`config.mk`:
```
export PLATFORM = sky130hd
export DESIGN_NAME = xxbf_mul
export DESIGN_NICKNAME = d
export VERILOG_FILES = /design/src/rtl/core/xxbf_pkg.sv /design/src/rtl/core/xxbf_mul.sv
export SDC_FILE = /design/constraint.sdc
export NUM_CORES = 2
export LEC_CHECK = 0
export BUFFER_PORTS_ARGS = -buffer_cell sky130_fd_sc_hd__buf_2
export CORE_MARGIN = 8
export CORE_UTILIZATION = 63
export CTS_BUF_LIST = sky130_fd_sc_hd__clkbuf_16
export CTS_CLUSTER_SIZE = 25
export DETAILED_ROUTE_END_ITERATION = 8
export MAX_ROUTING_LAYER = met4
export PLACE_DENSITY = 0.81
export SLEW_MARGIN = 5
export SYNTH_ARGS = -nofsm -noshare
export SYNTH_HDL_FRONTEND = slang
export SYNTH_SLANG_ARGS = --single-unit
```
`constraint.sdc`:
```
create_clock -name clk -period 12.64 [get_ports clk]
set_clock_uncertainty 0.1 [all_clocks]
set_input_delay 2.528 -clock clk [delete_from_list [all_inputs] [get_ports clk]]
set_output_delay 2.528 -clock clk [all_outputs]
set_load 0.01 [all_outputs]
```
`src/rtl/core/xxbf_pkg.sv`:
```
`default_nettype none
package xxbf_pkg;

    localparam logic [63:0] PRIME1 = 64'h9E3779B185EBCA87;
    localparam logic [63:0] PRIME2 = 64'hC2B2AE3D27D4EB4F;
    localparam logic [63:0] PRIME3 = 64'h165667B19E3779F9;
    localparam logic [63:0] PRIME4 = 64'h85EBCA77C2B2AE63;
    localparam logic [63:0] PRIME5 = 64'h27D4EB2F165667C5;

    localparam int DEF_FILTER_DEPTH = 65536;
    localparam int DEF_MAX_HASHES   = 16;

    localparam int NUM_HASHES_W  = 5;
    localparam int FILTER_BITS_W = 17;
    localparam int CFG_DATA_W    = 17;
    localparam int CFG_INDEX_W   = 1;

    localparam logic [CFG_INDEX_W-1:0] REG_NUM_HASHES  = 1'd0;
    localparam logic [CFG_INDEX_W-1:0] REG_FILTER_BITS = 1'd1;

    localparam logic [NUM_HASHES_W-1:0]  NUM_HASHES_RST  = 5'd6;
    localparam logic [FILTER_BITS_W-1:0] FILTER_BITS_RST = 17'd65536;

    localparam int S_TDATA_W = 40;
    localparam int M_TDATA_W = 8;

    typedef struct packed {
        logic        start;
        logic [63:0] a;
        logic [63:0] b;
    } mul_req_t;

    typedef struct packed {
        logic        done;
        logic [63:0] p;
    } mul_rsp_t;

    function automatic logic [63:0] rotl64(input logic [63:0] x, input int r);
        return (x << r) | (x >> (64 - r));
    endfunction

endpackage
`default_nettype wire

```
`src/rtl/core/xxbf_mul.sv`:
```
`default_nettype none
module xxbf_mul (
    input  logic               clk,
    input  logic               rst_n,
    input  xxbf_pkg::mul_req_t req,
    output xxbf_pkg::mul_rsp_t rsp
);
    import xxbf_pkg::*;

    // low 64 bits of a*b from three 32x32 partial products
    logic [63:0] a_reg;
    logic [63:0] b_reg;
    logic [1:0]  step_reg;
    logic        busy_reg;
    logic        done_reg;
    logic [63:0] lo_reg;
    logic [31:0] cr_reg;
    logic [63:0] p_reg;
    logic [31:0] x;
    logic [31:0] y;
    logic [63:0] prod;

    always_comb
    begin
        case (step_reg)
            2'd0:
            begin
                x = a_reg[31:0];
                y = b_reg[31:0];
            end
            2'd1:
            begin
                x = a_reg[31:0];
                y = b_reg[63:32];
            end
            default:
            begin
                x = a_reg[63:32];
                y = b_reg[31:0];
            end
        endcase
        prod = x * y;
    end

    always_ff @(posedge clk or negedge rst_n)
    begin
        if (!rst_n)
        begin
            busy_reg <= 1'b0;
            step_reg <= 2'd0;
            done_reg <= 1'b0;
        end
        else
        begin
            done_reg <= 1'b0;
            if (req.start)
            begin
                busy_reg <= 1'b1;
                step_reg <= 2'd0;
            end
            else if (busy_reg)
            begin
                step_reg <= step_reg + 2'd1;
                if (step_reg == 2'd3)
                begin
                    busy_reg <= 1'b0;
                    done_reg <= 1'b1;
                end
            end
        end
    end

    always_ff @(posedge clk)
    begin
        if (req.start)
        begin
            a_reg <= req.a;
            b_reg <= req.b;
        end
        else if (busy_reg)
        begin
            case (step_reg)
                2'd0:    lo_reg <= prod;
                2'd1:    cr_reg <= prod[31:0];
                2'd2:    cr_reg <= cr_reg + prod[31:0];
                default: p_reg  <= lo_reg + {cr_reg, 32'd0};
            endcase
        end
    end

    assign rsp = '{done: done_reg, p: p_reg};

    a_start_idle: assert property (@(posedge clk) disable iff (!rst_n)
        req.start |-> !busy_reg)
        else $error("multiply started while busy");

endmodule
`default_nettype wire

```
### Word level (Yosys, flattened, before mapping)

Index checks and enable logic that the tools add are counted.

| word-level totals | value |
|---|---|
| output and inout bits | 65 |
| bits in latches | 0 |
| input port bits | 131 |
| logic and storage cells | 36 |
| RAM bits | 0 |
| memories kept | 0 |
| flip-flop bits (word level) | 292 |
| ROM bits | 0 |

| operators by class | value |
|---|---|
| eq/ne operators | 3 |
| shift-type cells | 0 |
| magnitude comparators | 0 |
| mux-type cells | 11 |
| div/mod/pow operators | 0 |
| reductions and logical operators | 8 |
| add/subtract/negate cells | 3 |
| $mul | 1 |
| bitwise logic cells | 2 |

Operators by type and width:

| operator | count |
|---|---|
| $add A64 B64 Y64 | 1 |
| $mul A32 B32 Y64 | 1 |
| $mux W32 | 2 |
| $pmux W32 S2 | 1 |
| $add A32 B32 Y32 | 1 |
| $reduce_and A3 Y1 | 3 |
| $mux W1 | 6 |
| $eq A2 B2 Y1 const B | 2 |
| $mux W2 | 2 |
| $reduce_bool A2 Y1 | 2 |
| $reduce_or A3 Y1 | 1 |
| $add A2 B1 Y2 const B | 1 |
| $eq A2 B1 Y1 const B | 1 |
| $logic_not A2 Y1 | 1 |
| $not A1 Y1 | 2 |
| $reduce_or A2 Y1 | 1 |

### Longest topological paths before layout

| depth | value |
|---|---|
| depth after elaboration | 6 |
| mapped depth | 41 |
| gate-level depth less buffers | 36 |

### Worst setup path before layout

No wires, ideal clock.

| timing | value |
|---|---|
| path type | reg-to-reg |
| start | register step_reg[1] |
| end | register cr_reg[29], data pin |
| period minus slack after synthesis | 10003 ps |
| path slack | 2637 ps |
| data required time | 12272 ps |
| stages on the path, launching flop included | 39 |
| data arrival time | 9635 ps |
| buffers on the path | 5 |
| setup time | 268 ps |
| cell sequence | dfrtp_1 > inv_1 > ha_1 > clkbuf_1 > nor2_1 > clkbuf_1 > mux2i_1 > clkbuf_1 > nor2_1 > fa_1 > fa_1 > fa_1 > inv_1 > fa_1 > inv_1 > fa_1 > inv_1 > fa_1 > [3 not listed] > ha_1 > buf_2 > a21o_1 > a21o_1 > o21ba_2 > o21ai_0 > xor2_1 > ha_1 > clkbuf_1 > a21o_1 > a21o_1 > a21oi_1 > o21ai_0 > a21oi_1 > a21bo_2 > a21oi_1 > xor2_1 > o21ai_0 |

| between the ends | value |
|---|---|
| longest elaborated chain between the ends | 6 |
| elaborated cells on any way between the ends | 9 |
| classes of those cells | add/sub (1); mul (1); eq/ne (2); mux (3); reduce/logical (2) |

Ends and longest elaborated chain:

| element | line | text |
|---|---|---|
| start: declaration | xxbf_mul.sv:13 | `logic [1:0] step_reg;` |
| start signal: assignment | xxbf_mul.sv:63 | `step_reg <= step_reg + 2'd1;` |
| $eq A2 B1 Y1 or $logic_not A2 Y1 (tied branches) | xxbf_mul.sv:25 | `case (step_reg)` |
| $reduce_or A2 Y1 (no line) | -- |  |
| $mux W32 | xxbf_mul.sv:25 |  |
| $mul A32 B32 Y64 * | xxbf_mul.sv:42 | `prod = x * y;` |
| via prod[22] | xxbf_mul.sv:21 | `logic [63:0] prod;` |
| $add A32 B32 Y32 * | xxbf_mul.sv:85 | `2'd2: cr_reg <= cr_reg + prod[31:0];` |
| $pmux W32 S2 * | xxbf_mul.sv:82 | `case (step_reg)` |
| end signal: assignment | xxbf_mul.sv:84 | `2'd1: cr_reg <= prod[31:0];` |
| end signal: assignment | xxbf_mul.sv:85 |  |
| end: declaration | xxbf_mul.sv:17 | `logic [31:0] cr_reg;` |

The timed path passes the listed nets; every way through them passes the cells marked *.
A chain may end at the register's enable or synchronous reset.

### Worst setup path in the final report

| timing | value |
|---|---|
| start | register step_reg[1] |
| end | register cr_reg[25], data pin |

The elaborated chain is that of the path after synthesis.

==> results.json <==
{
  "hpwl_um": 106700,
  "core-area_sq_um": 71360,
  "rrSetupSlack_ps": 1350,
  "register_area_sq_um": 8748,
  "numCtsBuffers": 35,
  "area_growth_syn_to_layout_pct": 7.109,
  "drc": 0,
  "synth_enable_flop_cells": 288,
  "num_rows": 98,
  "syn_avg_cell_area_sq_um": 9.884,
  "grt_pass1_wl_um": 206900,
  "cts.htree.levels": 2,
  "crit_arrival_ps": 11510,
  "port_buffers": 195,
  "ys.flop_type": "edfxtp_1",
  "post_cts_resize_count": 0,
  "r2r_end": "cr_reg[25]$_DFFE_PP_",
  "fillers": 5459,
  "crit_end": "cr_reg[25]$_DFFE_PP_",
  "synth_top_area_share_pct": 39.69,
  "min_path_type": "reg -> reg",
  "max_freq_ghz": 0.08855,
  "gp_routability_congestion": 1.029,
  "slew-limit-headroom_pct": 9.068,
  "die-area_sq_um": 80720,
  "die_w_um": 284.1,
  "die_h_um": 284.1,
  "vias": 34150,
  "cts_hold_buf": 0,
  "worstMarginPinSlew_ps": 1338,
  "fin_nets": 6040,
  "cp-start-kind": "flip-flop",
  "period_share_pct": 89.34,
  "multi_input_area_sq_um": 32610,
  "slew_violations": 0,
  "cts_setup_buffers": 0,
  "grt_pass1_vias": 36520,
  "drv_cap": 0,
  "crit_required_ps": 12860,
  "synthTopCellsByArea": "fa_1 (40%), edfxtp_1 (19%), ha_1 (9.2%), inv_1 (7.4%), nand2_1 (5.5%)",
  "synthCells": 4582,
  "status": "completed",
  "final_cell_area_sq_um": 48510,
  "cts_tree": "yes",
  "syn_nets": 5943,
  "tns_ps": 0,
  "rsz0062_at_grt": "no",
  "drtPass1Iterations": 9,
  "whs_ps": 315.6,
  "fin_ws_ps": 1347,
  "io_pins": 196,
  "startpoint": "step_reg[1]$_DFFE_PN0P_",
  "setup_viol": 0,
  "yosys_warnings": 0,
  "path_class": "reg -> reg",
  "cts_sinks": 292,
  "r2r-start": "step_reg[1]$_DFFE_PN0P_",
  "hold_path_depth": 0,
  "vias_per_cell": 6.039,
  "synth-seq-cells": 292,
  "drt-wirelength-per-cell_um": 23.90,
  "reg2regPathDepth": 36,
  "synth_area_leader_cell": "fa_1",
  "clkTransAtPathRegs_ps": 70,
  "overflow": 0,
  "initial_utilization_pct": 63.46,
  "clockRootBuffer": "clkbuf_16",
  "async_reset_ff_share_pct": 1.370,
  "grt_max_degree": 65,
  "drtIter0Drc": 3395,
  "crit_path_top_delay_cell": "mux2i_2",
  "antenna_left": 0,
  "ctsLongestPathBuffers": 3,
  "crit_fanout": 64,
  "worstSkewPairLatency_ps": 570,
  "drive_above_1_share_pct": 9.271,
  "dp_slack_ps": 1448,
  "grt_use_total_pct": 34.57,
  "cp_common_cell": "fa_1",
  "crit_path_end_kind": "flip-flop",
  "synth_area_sq_um": 45290,
  "fin_crit_ps": 11290,
  "placed_cell_area_sq_um": 47370,
  "yosysUniqueCellTypes": 71,
  "ys_seq_area_share_pct": 19.32,
  "grt_antenna_before_repair": 2,
  "critPathMaxStageDelay_ps": 990,
  "hold_viol_final": 0,
  "drt_wl_total_um": 135200
}
logic make-up (layout without fill, tap and decap cells):
kind of cell             after synthesis  count (layout)  share of synthesized area (%)
multiplexers                         138             138                          3.246
XOR/XNOR                             113             113                          2.202
buffers and inverters               1095            1216                          9.117
other                                  0               2                              0
flip-flops                           292             292                          19.32
adder cells (fa/ha/maj)             1230            1230                          48.87
AND/OR/NAND/NOR                     1324            1324                          11.68
AO/OA/AOI/OAI                        390             390                          5.572
final cells by class:
class                      count  share of cell area, %
antenna                        2                0.01032
clock buffer                  35                  1.806
clock inverter                26                 0.5107
inverter                     896                  6.933
multi-input combinational   3195                  67.22
sequential                   292                  18.04
tap                          950                  2.450
timing repair buffer         259                  3.033
synthesized netlist by cell type (13+ instances only):
cell and number:
o21a_1 15, o21ai_0 75, mux2_2 70, inv_1 895, mux2i_1 67, nand3_1 32, nor3_1 19, nor2b_1 13
a21oi_1 129, edfxtp_1 288, xnor2_1 71, fa_1 898, nor2_1 518, nand2b_1 15, xor2_1 41, nand4_1 18
o211ai_1 13, clkbuf_1 178, ha_1 332, o21bai_1 20, nand2_1 667, a21o_1 52
metal layers:
metal | track usage (%) | part of all wire [%] | vias to the layer above
li1 | - | - | 14320
met1 | 39.08 | 34 | 17040
met3 | 10.67 | 12 | 685
met5 | - | 0 | -
met2 | 53.80 | 46 | 2107
met4 | 21.46 | 8.1 | 0
stage by stage:
step                std cells  utilization [%]
CTS                      5653            67.95
global route             5655            67.97
global placement         5592            66.35
detailed placement       5592            66.38
finish                   5655            67.97
floorplan                4582                -
worst max-delay path, delay by kind of cell (launching register included):
family,cells,cell delay [ps]
fa+ha+maj,11,4730
compound gates,8,2650
mux,2,1250
simple gates,8,1090
buf+inv,6,660
flops,1,410
xor+xnor,1,90
worst min path at each step:
| stage | slack [ps] | start | to |
|---|---|---|---|
| finish | 320 | lo_reg[28]$_DFFE_PP_ | p_reg[28]$_DFFE_PP_ |
| global route | 320 | lo_reg[17]$_DFFE_PP_ | p_reg[17]$_DFFE_PP_ |
| CTS | 320 | lo_reg[28]$_DFFE_PP_ | p_reg[28]$_DFFE_PP_ |
| detailed placement | 300 | lo_reg[16]$_DFFE_PP_ | p_reg[16]$_DFFE_PP_ |
| global placement | 300 | lo_reg[8]$_DFFE_PP_ | p_reg[8]$_DFFE_PP_ |
| floorplan | 300 | lo_reg[0]$_DFFE_PP_ | p_reg[0]$_DFFE_PP_ |
placed cells by master (no fill, tap or decap), types with 4 or more instances in the layout:
cell,instances
edfxtp_1,288
a41oi_1,4
ha_1,331
mux2i_4,7
xor2_1,41
and3_1,12
inv_1,902
nand4_1,18
a31oi_1,12
o31ai_1,7
a211o_1,6
a221oi_1,6
mux2i_1,37
nand3b_1,4
fa_1,898
o21ai_0,75
nand2b_1,15
mux2_2,70
buf_2,194
clkinv_1,5
clkinv_2,4
nor2b_1,13
a211oi_1,12
mux2i_2,23
dfrtp_1,4
clkbuf_16,35
nor3_1,19
nor2_1,517
buf_4,64
xnor2_1,71
nand3_1,32
a21oi_1,129
and2_1,4
nand2_1,667
a21o_1,52
o211ai_1,13
o21a_1,15
o21bai_1,20
Power is not shown: default switching activity piles up to over one toggle a cycle in this logic, so the estimate is an artifact.
